[src/hw/rtl/mqsd_pkg.sv]
// ----------------------------------------------------------------------------
// Multi-queue service drain: shared package
// Types, codes and default constants used by the front end, the back end and
// the top level.
// ----------------------------------------------------------------------------
`default_nettype none

package mqsd_pkg;

  // Default configuration of the top level
  localparam int unsigned QUEUE_DEPTH_DEF = 16;
  localparam int unsigned NUM_QUEUES_DEF  = 4;
  localparam int unsigned MAX_QUEUES      = 8;

  // Field widths
  localparam int unsigned QSEL_W   = 2;
  localparam int unsigned JOB_W    = 8;
  localparam int unsigned SVC_W    = 16;
  localparam int unsigned TIME_W   = 32;
  localparam int unsigned DELTA_W  = 16;
  localparam int unsigned ACTIVE_W = 3;
  localparam int unsigned QIDX_W   = 3;   // holds any queue index up to MAX_QUEUES-1
  localparam int unsigned LIM_W    = 4;   // holds a queue count up to MAX_QUEUES

  // Stream payload widths (fields packed from bit 0, padded to whole bytes)
  localparam int unsigned IN_DATA_W  = 80;
  localparam int unsigned OUT_DATA_W = 48;

  localparam logic [ACTIVE_W-1:0] ACTIVE_RESET = 3'd4;

  // Operation codes of an input item
  localparam logic OP_PUSH    = 1'b0;
  localparam logic OP_ADVANCE = 1'b1;

  // Kind codes of a result item
  localparam logic KIND_DONE = 1'b0;
  localparam logic KIND_DROP = 1'b1;

  // Command handed from the front end to the back end
  typedef struct packed {
    logic                is_adv;
    logic [QIDX_W-1:0]   qsel;
    logic [JOB_W-1:0]    job_id;
    logic [SVC_W-1:0]    svc;
    logic [TIME_W-1:0]   now;
    logic [DELTA_W-1:0]  delta;
    logic [LIM_W-1:0]    lim;
  } cmd_t;

  // Result item
  typedef struct packed {
    logic                kind;
    logic [QSEL_W-1:0]   queue;
    logic [JOB_W-1:0]    job;
    logic [TIME_W-1:0]   finish;
    logic                last;
  } res_t;

  // Back-end sequencer states
  typedef enum logic [1:0] {
    ST_IDLE,
    ST_QSTART,
    ST_EVAL,
    ST_FLUSH
  } back_state_e;

endpackage

`default_nettype wire

[src/hw/rtl/mqsd_ram.sv]
// ----------------------------------------------------------------------------
// Generic RAM
// One write port and one read port with a registered read.
// ----------------------------------------------------------------------------
`default_nettype none

module mqsd_ram #(
  parameter int unsigned WIDTH = 8,
  parameter int unsigned DEPTH = 64,
  localparam int unsigned AW   = (DEPTH > 1) ? $clog2(DEPTH) : 1
) (
  input  wire logic             clk_i,
  input  wire logic             we_i,
  input  wire logic [AW-1:0]    waddr_i,
  input  wire logic [WIDTH-1:0] wdata_i,
  input  wire logic             re_i,
  input  wire logic [AW-1:0]    raddr_i,
  output logic      [WIDTH-1:0] rdata_o
);

  logic [WIDTH-1:0] mem_q [DEPTH];

  // Write port
  always_ff @(posedge clk_i) begin
    if (we_i) begin
      mem_q[waddr_i] <= wdata_i;
    end
  end

  // Registered read, hold when not enabled
  always_ff @(posedge clk_i) begin
    if (re_i) begin
      rdata_o <= mem_q[raddr_i];
    end
  end

endmodule

`default_nettype wire

[src/hw/rtl/mqsd_front.sv]
// ----------------------------------------------------------------------------
// Multi-queue service drain: front end
// Holds the active queue register, accepts input transfers, drops items that
// do nothing and queues the rest as commands for the back end.
// ----------------------------------------------------------------------------
`default_nettype none

module mqsd_front
  import mqsd_pkg::*;
#(
  parameter int unsigned NUM_QUEUES = NUM_QUEUES_DEF
) (
  input  wire logic                  clk_i,
  input  wire logic                  rst_ni,
  input  wire logic                  cfg_we_i,
  input  wire logic [ACTIVE_W-1:0]   cfg_wdata_i,
  input  wire logic                  in_valid_i,
  output logic                       in_ready_o,
  input  wire logic                  in_op_i,
  input  wire logic [IN_DATA_W-1:0]  in_data_i,
  output logic                       cmd_valid_o,
  input  wire logic                  cmd_pop_i,
  output cmd_t                       cmd_o
);

  logic [ACTIVE_W-1:0] active_q;
  logic [LIM_W-1:0]    lim;
  cmd_t                cmd_in;
  logic                keep;
  logic                accept;
  logic                push;

  cmd_t                fifo_q [2];
  logic                wr_ptr_q;
  logic                rd_ptr_q;
  logic [1:0]          cnt_q;

  // Active queue register
  always_ff @(posedge clk_i or negedge rst_ni) begin
    if (!rst_ni) begin
      active_q <= ACTIVE_RESET;
    end else if (cfg_we_i) begin
      active_q <= cfg_wdata_i;
    end
  end

  // Clamp the walk to the queues that exist
  assign lim = (LIM_W'(active_q) > LIM_W'(NUM_QUEUES)) ? LIM_W'(NUM_QUEUES)
                                                       : LIM_W'(active_q);

  // Unpack the transfer into a command
  always_comb begin
    cmd_in.is_adv = (in_op_i == OP_ADVANCE);
    cmd_in.qsel   = QIDX_W'(in_data_i[1:0]);
    cmd_in.job_id = in_data_i[9:2];
    cmd_in.svc    = in_data_i[25:10];
    cmd_in.now    = in_data_i[57:26];
    cmd_in.delta  = in_data_i[73:58];
    cmd_in.lim    = lim;
  end

  // Drop pushes to missing queues and advances that walk no queue
  assign keep = cmd_in.is_adv ? (lim != '0) : (32'(in_data_i[1:0]) < NUM_QUEUES);

  assign in_ready_o  = (cnt_q != 2'd2);
  assign accept      = in_valid_i && in_ready_o;
  assign push        = accept && keep;
  assign cmd_valid_o = (cnt_q != 2'd0);
  assign cmd_o       = fifo_q[rd_ptr_q];

  // Two-entry command queue payload
  always_ff @(posedge clk_i) begin
    if (push) begin
      fifo_q[wr_ptr_q] <= cmd_in;
    end
  end

  // Command queue pointers and fill
  always_ff @(posedge clk_i or negedge rst_ni) begin
    if (!rst_ni) begin
      wr_ptr_q <= 1'b0;
      rd_ptr_q <= 1'b0;
      cnt_q    <= 2'd0;
    end else begin
      if (push) begin
        wr_ptr_q <= ~wr_ptr_q;
      end
      if (cmd_pop_i) begin
        rd_ptr_q <= ~rd_ptr_q;
      end
      case ({push, cmd_pop_i})
        2'b10:   cnt_q <= cnt_q + 2'd1;
        2'b01:   cnt_q <= cnt_q - 2'd1;
        default: cnt_q <= cnt_q;
      endcase
    end
  end

endmodule

`default_nettype wire

[src/hw/rtl/mqsd_back.sv]
// ----------------------------------------------------------------------------
// Multi-queue service drain: back end
// Keeps the ring pointers and fill counts, executes pushes and time advances
// against the job store, and drives the result register.
// ----------------------------------------------------------------------------
`default_nettype none

module mqsd_back
  import mqsd_pkg::*;
#(
  parameter int unsigned QUEUE_DEPTH = QUEUE_DEPTH_DEF,
  parameter int unsigned NUM_QUEUES  = NUM_QUEUES_DEF
) (
  input  wire logic  clk_i,
  input  wire logic  rst_ni,
  input  wire logic  cmd_valid_i,
  output logic       cmd_pop_o,
  input  wire cmd_t  cmd_i,
  output logic       out_valid_o,
  input  wire logic  out_ready_i,
  output res_t       out_o
);

  localparam int unsigned STORE_DEPTH = QUEUE_DEPTH * NUM_QUEUES;
  localparam int unsigned AW  = (STORE_DEPTH > 1) ? $clog2(STORE_DEPTH) : 1;
  localparam int unsigned PW  = $clog2(QUEUE_DEPTH);
  localparam int unsigned CW  = $clog2(QUEUE_DEPTH + 1);
  localparam int unsigned QW  = (NUM_QUEUES > 1) ? $clog2(NUM_QUEUES) : 1;
  localparam int unsigned QCW = $clog2(NUM_QUEUES + 1);
  localparam int unsigned DW  = JOB_W + SVC_W;
  localparam logic [AW-1:0] DEPTH_A = AW'(QUEUE_DEPTH);

  function automatic logic [PW-1:0] next_ptr(input logic [PW-1:0] p);
    next_ptr = (p == PW'(QUEUE_DEPTH - 1)) ? '0 : p + PW'(1);
  endfunction

  back_state_e         state_q, state_d;
  logic [QCW-1:0]      q_q;
  logic [QCW-1:0]      lim_q;
  logic [TIME_W-1:0]   now_q;
  logic [TIME_W-1:0]   clock_q;
  logic [DELTA_W-1:0]  delta_q;
  logic [DELTA_W-1:0]  budget_q;
  logic [PW-1:0]       head_q [NUM_QUEUES];
  logic [PW-1:0]       tail_q [NUM_QUEUES];
  logic [CW-1:0]       cnt_q  [NUM_QUEUES];
  logic                pend_v_q;
  res_t                pend_q;
  logic                out_v_q;
  res_t                out_q;

  logic [QW-1:0]       cur_q;
  logic [CW-1:0]       cur_cnt;
  logic                cur_full;
  logic                cur_empty;
  logic                q_done;
  logic                out_free;
  logic [SVC_W-1:0]    t_rd;
  logic [JOB_W-1:0]    id_rd;
  logic                fits;
  logic [TIME_W-1:0]   clock_sum;

  logic                ram_we;
  logic [AW-1:0]       ram_waddr;
  logic [DW-1:0]       ram_wdata;
  logic                ram_re;
  logic [AW-1:0]       ram_raddr;
  logic [DW-1:0]       ram_rdata;

  logic                start_adv;
  logic                push_ok;
  logic                emit;
  res_t                emit_res;
  logic                next_queue;
  logic                pop_job;
  logic                flush_go;

  // Decode the queue in work and the head job read back
  assign cur_q     = (state_q == ST_IDLE) ? cmd_i.qsel[QW-1:0] : q_q[QW-1:0];
  assign cur_cnt   = cnt_q[cur_q];
  assign cur_full  = (cur_cnt == CW'(QUEUE_DEPTH));
  assign cur_empty = (cur_cnt == '0);
  assign q_done    = (q_q == lim_q);
  assign out_free  = !out_v_q || out_ready_i;
  assign t_rd      = ram_rdata[SVC_W-1:0];
  assign id_rd     = ram_rdata[DW-1:SVC_W];
  assign fits      = (t_rd <= budget_q);
  assign clock_sum = clock_q + TIME_W'(t_rd);

  // Next state
  always_comb begin
    state_d = state_q;
    unique case (state_q)
      ST_IDLE: begin
        if (cmd_valid_i && cmd_i.is_adv) begin
          state_d = ST_QSTART;
        end
      end
      ST_QSTART: begin
        if (q_done) begin
          state_d = ST_FLUSH;
        end else if (!cur_empty) begin
          state_d = ST_EVAL;
        end
      end
      ST_EVAL: begin
        if (!fits || !pend_v_q || out_free) begin
          state_d = ST_QSTART;
        end
      end
      ST_FLUSH: begin
        if (!pend_v_q || out_free) begin
          state_d = ST_IDLE;
        end
      end
      default: state_d = ST_IDLE;
    endcase
  end

  // Control outputs of the sequencer
  always_comb begin
    cmd_pop_o  = 1'b0;
    start_adv  = 1'b0;
    push_ok    = 1'b0;
    emit       = 1'b0;
    emit_res   = pend_q;
    next_queue = 1'b0;
    pop_job    = 1'b0;
    flush_go   = 1'b0;
    ram_we     = 1'b0;
    ram_waddr  = AW'(cur_q) * DEPTH_A + AW'(head_q[cur_q]);
    ram_wdata  = {id_rd, t_rd - budget_q};
    ram_re     = 1'b0;
    ram_raddr  = AW'(cur_q) * DEPTH_A + AW'(head_q[cur_q]);
    unique case (state_q)
      ST_IDLE: begin
        if (cmd_valid_i) begin
          if (cmd_i.is_adv) begin
            cmd_pop_o = 1'b1;
            start_adv = 1'b1;
          end else if (!cur_full) begin
            cmd_pop_o = 1'b1;
            push_ok   = 1'b1;
            ram_we    = 1'b1;
            ram_waddr = AW'(cur_q) * DEPTH_A + AW'(tail_q[cur_q]);
            ram_wdata = {cmd_i.job_id, cmd_i.svc};
          end else if (out_free) begin
            // Report the drop right away
            cmd_pop_o       = 1'b1;
            emit            = 1'b1;
            emit_res.kind   = KIND_DROP;
            emit_res.queue  = cmd_i.qsel[QSEL_W-1:0];
            emit_res.job    = cmd_i.job_id;
            emit_res.finish = '0;
            emit_res.last   = 1'b1;
          end
        end
      end
      ST_QSTART: begin
        if (!q_done) begin
          if (cur_empty) begin
            next_queue = 1'b1;
          end else begin
            ram_re = 1'b1;
          end
        end
      end
      ST_EVAL: begin
        if (!fits) begin
          // Head job keeps the rest of its time
          ram_we     = 1'b1;
          next_queue = 1'b1;
        end else if (!pend_v_q || out_free) begin
          pop_job = 1'b1;
          if (pend_v_q) begin
            emit          = 1'b1;
            emit_res.last = 1'b0;
          end
        end
      end
      ST_FLUSH: begin
        if (!pend_v_q || out_free) begin
          flush_go = 1'b1;
          if (pend_v_q) begin
            emit          = 1'b1;
            emit_res.last = 1'b1;
          end
        end
      end
      default: ;
    endcase
  end

  // Sequencer and walk registers
  always_ff @(posedge clk_i or negedge rst_ni) begin
    if (!rst_ni) begin
      state_q  <= ST_IDLE;
      q_q      <= '0;
      pend_v_q <= 1'b0;
      out_v_q  <= 1'b0;
      for (int i = 0; i < NUM_QUEUES; i++) begin
        head_q[i] <= '0;
        tail_q[i] <= '0;
        cnt_q[i]  <= '0;
      end
    end else begin
      state_q <= state_d;
      if (start_adv) begin
        q_q <= '0;
      end else if (next_queue) begin
        q_q <= q_q + QCW'(1);
      end
      if (push_ok) begin
        tail_q[cur_q] <= next_ptr(tail_q[cur_q]);
        cnt_q[cur_q]  <= cur_cnt + CW'(1);
      end else if (pop_job) begin
        head_q[cur_q] <= next_ptr(head_q[cur_q]);
        cnt_q[cur_q]  <= cur_cnt - CW'(1);
      end
      if (pop_job) begin
        pend_v_q <= 1'b1;
      end else if (flush_go) begin
        pend_v_q <= 1'b0;
      end
      if (emit) begin
        out_v_q <= 1'b1;
      end else if (out_ready_i) begin
        out_v_q <= 1'b0;
      end
    end
  end

  // Walk datapath: per-queue clock and budget, held and outgoing results
  always_ff @(posedge clk_i) begin
    if (start_adv) begin
      now_q    <= cmd_i.now;
      delta_q  <= cmd_i.delta;
      lim_q    <= cmd_i.lim[QCW-1:0];
      clock_q  <= cmd_i.now;
      budget_q <= cmd_i.delta;
    end else if (next_queue) begin
      clock_q  <= now_q;
      budget_q <= delta_q;
    end else if (pop_job) begin
      clock_q  <= clock_sum;
      budget_q <= budget_q - t_rd;
    end
    if (pop_job) begin
      pend_q.kind   <= KIND_DONE;
      pend_q.queue  <= QSEL_W'(q_q);
      pend_q.job    <= id_rd;
      pend_q.finish <= clock_sum;
      pend_q.last   <= 1'b0;
    end
    if (emit) begin
      out_q <= emit_res;
    end
  end

  assign out_valid_o = out_v_q;
  assign out_o       = out_q;

  // Job store: id above remaining time
  mqsd_ram #(
    .WIDTH (DW),
    .DEPTH (STORE_DEPTH)
  ) u_store (
    .clk_i   (clk_i),
    .we_i    (ram_we),
    .waddr_i (ram_waddr),
    .wdata_i (ram_wdata),
    .re_i    (ram_re),
    .raddr_i (ram_raddr),
    .rdata_o (ram_rdata)
  );

endmodule

`default_nettype wire

[src/hw/rtl/multi_queue_service_drain_top.sv]
// ----------------------------------------------------------------------------
// Multi-queue service drain: top level
// Ring-buffer job queues with push, drop reporting and time-advance draining.
// ----------------------------------------------------------------------------
// Input stream (s_axis): tuser is the operation (push or advance), tdata the
// queue select, job id, service time, start time and time budget. Output
// stream (m_axis): tuser is the kind (completion or drop), tlast marks the
// final result of one input, tdata the queue, job id and finish time.
// cfg_we_i/cfg_wdata_i set the number of queues an advance walks.
// A two-entry command queue decouples the input from the executor, so input
// transfers keep flowing while a result waits in the output register.
// A push gives no result, or one drop result that passes from the command
// queue through the output register. An advance starts, walks each active
// queue in turn and reads each head job once from the job store through
// its registered read port; every job that fits the budget completes, the
// first that does not fit keeps the rest of its time, and a flush ends the walk.
// The last completion of an advance is held until the walk ends so that it
// can carry tlast.
// When m_axis_tready_i is low the executor stalls at its next result and the
// command queue fills, then s_axis_tready_o drops. Reset empties all queues
// and sets four active queues; the job store needs no clearing.
// ----------------------------------------------------------------------------
`default_nettype none

module multi_queue_service_drain_top
  import mqsd_pkg::*;
#(
  parameter int unsigned QUEUE_DEPTH = QUEUE_DEPTH_DEF,
  parameter int unsigned NUM_QUEUES  = NUM_QUEUES_DEF
) (
  input  wire logic                  clk_i,
  input  wire logic                  rst_ni,
  input  wire logic                  cfg_we_i,
  input  wire logic [ACTIVE_W-1:0]   cfg_wdata_i,     // active_queues
  input  wire logic                  s_axis_tvalid_i,
  output logic                       s_axis_tready_o,
  // [1:0] queue_sel, [9:2] job_id, [25:10] service_time, [57:26] now_time,
  // [73:58] delta, [79:74] zero
  input  wire logic [IN_DATA_W-1:0]  s_axis_tdata_i,
  input  wire logic                  s_axis_tuser_i,  // operation
  output logic                       m_axis_tvalid_o,
  input  wire logic                  m_axis_tready_i,
  // [1:0] out_queue, [9:2] out_job, [41:10] finish_time, [47:42] zero
  output logic [OUT_DATA_W-1:0]      m_axis_tdata_o,
  output logic                       m_axis_tuser_o,  // kind
  output logic                       m_axis_tlast_o   // last
);

  logic cmd_valid;
  logic cmd_pop;
  cmd_t cmd;
  res_t res;

  // Accept and classify
  mqsd_front #(
    .NUM_QUEUES (NUM_QUEUES)
  ) u_front (
    .clk_i       (clk_i),
    .rst_ni      (rst_ni),
    .cfg_we_i    (cfg_we_i),
    .cfg_wdata_i (cfg_wdata_i),
    .in_valid_i  (s_axis_tvalid_i),
    .in_ready_o  (s_axis_tready_o),
    .in_op_i     (s_axis_tuser_i),
    .in_data_i   (s_axis_tdata_i),
    .cmd_valid_o (cmd_valid),
    .cmd_pop_i   (cmd_pop),
    .cmd_o       (cmd)
  );

  // Execute pushes and advances
  mqsd_back #(
    .QUEUE_DEPTH (QUEUE_DEPTH),
    .NUM_QUEUES  (NUM_QUEUES)
  ) u_back (
    .clk_i       (clk_i),
    .rst_ni      (rst_ni),
    .cmd_valid_i (cmd_valid),
    .cmd_pop_o   (cmd_pop),
    .cmd_i       (cmd),
    .out_valid_o (m_axis_tvalid_o),
    .out_ready_i (m_axis_tready_i),
    .out_o       (res)
  );

  // Pack the result
  assign m_axis_tdata_o = {6'd0, res.finish, res.job, res.queue};
  assign m_axis_tuser_o = res.kind;
  assign m_axis_tlast_o = res.last;

  // A drop is always the only result of its push
  assert property (@(posedge clk_i) disable iff (!rst_ni)
    m_axis_tvalid_o && (m_axis_tuser_o == KIND_DROP) |-> m_axis_tlast_o)
    else $error("drop result without tlast");

  // A drop carries a zero finish time
  assert property (@(posedge clk_i) disable iff (!rst_ni)
    m_axis_tvalid_o && (m_axis_tuser_o == KIND_DROP) |-> (m_axis_tdata_o[41:10] == '0))
    else $error("drop result with nonzero finish time");

  // Input backpressure only with commands waiting
  assert property (@(posedge clk_i) disable iff (!rst_ni)
    !s_axis_tready_o |-> cmd_valid)
    else $error("input stalled with empty command queue");

  // The executor never pops an empty command queue
  assert property (@(posedge clk_i) disable iff (!rst_ni)
    cmd_pop |-> cmd_valid)
    else $error("command pop while empty");

endmodule

`default_nettype wire

[config.mk]
export PLATFORM = sky130hd
export DESIGN_NAME = multi_queue_service_drain_top
export DESIGN_NICKNAME = d
export VERILOG_FILES = /design/src/hw/rtl/mqsd_pkg.sv /design/src/hw/rtl/mqsd_ram.sv /design/src/hw/rtl/mqsd_front.sv /design/src/hw/rtl/mqsd_back.sv /design/src/hw/rtl/multi_queue_service_drain_top.sv
export SDC_FILE = /design/constraint.sdc
export NUM_CORES = 2
export LEC_CHECK = 0
export BUFFER_PORTS_ARGS = -buffer_cell sky130_fd_sc_hd__buf_4
export CAP_MARGIN = 0
export CORE_MARGIN = 1.5
export CORE_UTILIZATION = 45
export DETAILED_ROUTE_END_ITERATION = 10
export PLACE_DENSITY = 0.68
export SLEW_MARGIN = 20
export SYNTH_ARGS = -nofsm -noshare
export SYNTH_HDL_FRONTEND = slang
export SYNTH_HIERARCHICAL = 1
export SYNTH_SLANG_ARGS = --single-unit
[constraint.sdc]
create_clock -name clk_i -period 7.82 [get_ports clk_i]
set_clock_uncertainty 0.15 [all_clocks]
set_input_delay 1.173 -clock clk_i [delete_from_list [all_inputs] [get_ports clk_i]]
set_output_delay 1.173 -clock clk_i [all_outputs]
set_load 0.005 [all_outputs]
==> results.yml <==
place:
  io_buffers: 128
  post-place-ws_ns: 1.00
  hpwlAfterDp_um: 113000
  gp_congestion: 0.921
worst_setup_path:
  required_ns: 8.18
  worst_ep_arrival_time_ns: 7.27
  cpMaxStageDelayCell: "nor2_2"
  path_cells: "mux2_2 -> mux2i_2 -> inv_2 -> nand2_1 -> nand2_1 -> o21ai_0 -> ha_1 -> inv_1 -> or3_4 -> and2_4 -> buf_4 -> o21ai_0 -> buf_4 -> nand4_1 -> nor2_2 -> buf_4"
  r2r_cells: 16
  startpoint_type: "register"
  slowest_delay_ns: 0.95
  worstSetupPathDepth: 16
  criticalPathCategory: "reg2reg"
  cp_top_family: "simple AND/OR/NAND/NOR gates"
  crit_fanout: 32
  path_common_cell: "buf_4"
  path_buf_inv: 5
  endpoint_kind: "register"
clocking:
  numCtsBuffers: 188
  cts.clk_slew.worst_paths_ns: 0.06
  cts_resized: 0
  htreeDepth: 4
  cts_setup_buffers: 0
  cts_hold_buffers: 0
  cts_tree: "built"
  numClockSinks: 1967
  clockBufferDepth: 3
  cts-root-buf: "clkbuf_16"
  worstSkewPairLatency_ns: 0.83
final_layout:
  antennaDiodeCount: 0
  multi_input_area_mm2: 0.0189
  layout.area.seq_mm2: 0.0587
  drive_gt1_frac: 0.276
  area_growth_pct: 14.0
  nNetsFinal: 4433
  fillers: 13432
global_route:
  grtUsageTotal: 0.213
  grt_max_degree: 111
  grt_pass1_vias: 39284
  grt_pass1_wl_um: 271000
  grt-ovfl-total: 0
  grt_antenna_before_repair: 5
route:
  wirelength_um: 188000
  wl_per_cell_um: 27.8
  first_pass_iters: 6
  ant_nets: 0
  post_drt_via_cell_ratio: 5.89
  remaining_drc_errors: 0
  drt_iter0_drc: 4332
  dr_total_vias: 39803
yosys:
  yosysWarningCount: 6
  syn_inst: 4032
  syn_area_mm2: 0.0783
  postSynthAreaPerCell_um2: 19.4
sta:
  rsz0062_at_grt: "no"
  tns_ns: 0
  finalCriticalPeriod_ns: 6.91
  period_share: 0.884
  max_slew_margin: 0.199
  tightest_slew_ns: 1.20
  setup_viol: 0
  clock.fmax_ghz: 0.145
  setup_slack_ns: 0.910
  slew_violations: 0
  hold_viol: 0
die:
  die_h_um: 420
  start_util: 0.455
  ios: 141
  rows: 152
  die-area_mm2: 0.177
  die_x_um: 420
  core_mm2: 0.172
worst_hold_path:
  min_path_type: "in2async"
outcome:
  status: "finished, final reports clean"
run:
  drv_cap: 0
-- worst paths after layout --
kind	from	endpoint	slack, ns
worst max-delay path	u_front/rd_ptr_q	u_back/u_store/mem_q[55][13]	0.91
worst min-delay path	rst_ni	u_back/q_q[2]	0.31
worst max register to register	u_front/rd_ptr_q	u_back/u_store/mem_q[55][13]	0.91
worst min register to register	u_back/cnt_q[1]	u_back/cnt_q[1]	0.35
max in group asynchronous	rst_ni	u_front/rd_ptr_q	6.58
min in group clk_i	u_back/cnt_q[1]	u_back/cnt_q[1]	0.35
-- layer usage --
| metal | routed length, µm | up-vias | track usage |
|---|---|---|---|
| li1 | - | 16828 | - |
| met1 | 75200 | 20821 | 0.295 |
| met2 | 89300 | 1840 | 0.337 |
| met3 | 16900 | 310 | 0.0412 |
| met4 | 6300 | 4 | 0.0747 |
| met5 | 26 | - | 0 |
-- flip-flops by register name, summed over array words and instances, names as in the netlist --
register,count
u_back/u_store/mem_q,1536
u_front/fifo_q,156
u_back/out_o,44
u_back/pend_q,42
u_back/clock_q,32
u_back/now_q,32
u_back/u_store/rdata_o,24
u_back/cnt_q,20
u_back/budget_q,16
u_back/delta_q,16
u_back/head_q,16
u_back/tail_q,16
u_back/lim_q,3
u_back/q_q,3
u_front/active_q,3
u_back/state_q,2
u_front/cnt_q,2
u_back/out_valid_o,1
u_back/pend_v_q,1
u_front/rd_ptr_q,1
u_front/wr_ptr_q,1
-- layout by cell type (no fill, tap or decap), types with 30 or more instances in the layout --
cell type,count
nand2_1,175
xnor2_1,43
inv_1,53
a31oi_1,37
ha_1,57
edfxtp_1,1901
clkbuf_16,189
mux4_2,359
a221oi_1,53
dfrtp_1,64
mux2_2,182
o22ai_1,54
bufinv_16,30
mux2i_1,101
nand3_1,36
nor2_2,54
buf_4,243
clkinv_2,36
nor2_1,124
a22oi_1,30
clkinv_1,36
o21ai_0,72
clkbuf_1,35
a21oi_1,84
and2_1,39
-- metrics by stage --
step / std cells / instance area (µm²) / util / hold slack [ns]
finish: 6758 / 89400 / 0.519 / 0.312
global route: 6758 / 89400 / 0.519 / 0.345
CTS: 6753 / 89300 / 0.518 / 0.283
detailed placement: 6399 / 82800 / 0.481 / 0.338
global placement: 6398 / 82800 / 0.480 / 0.329
floorplan: 4037 / 78400 / - / 0.276
-- final cells by class --
cell class,count,area share
sequential,1967,0.657
multi-input combinational,1807,0.211
clock buffer,225,0.0546
tap,2310,0.0323
timing repair buffer,260,0.0243
clock inverter,129,0.0177
inverter,60,0.00258
Power is left out: the tool's default activity adds up to more than one toggle a clock period on the data nets, which glitch-free logic cannot reach.
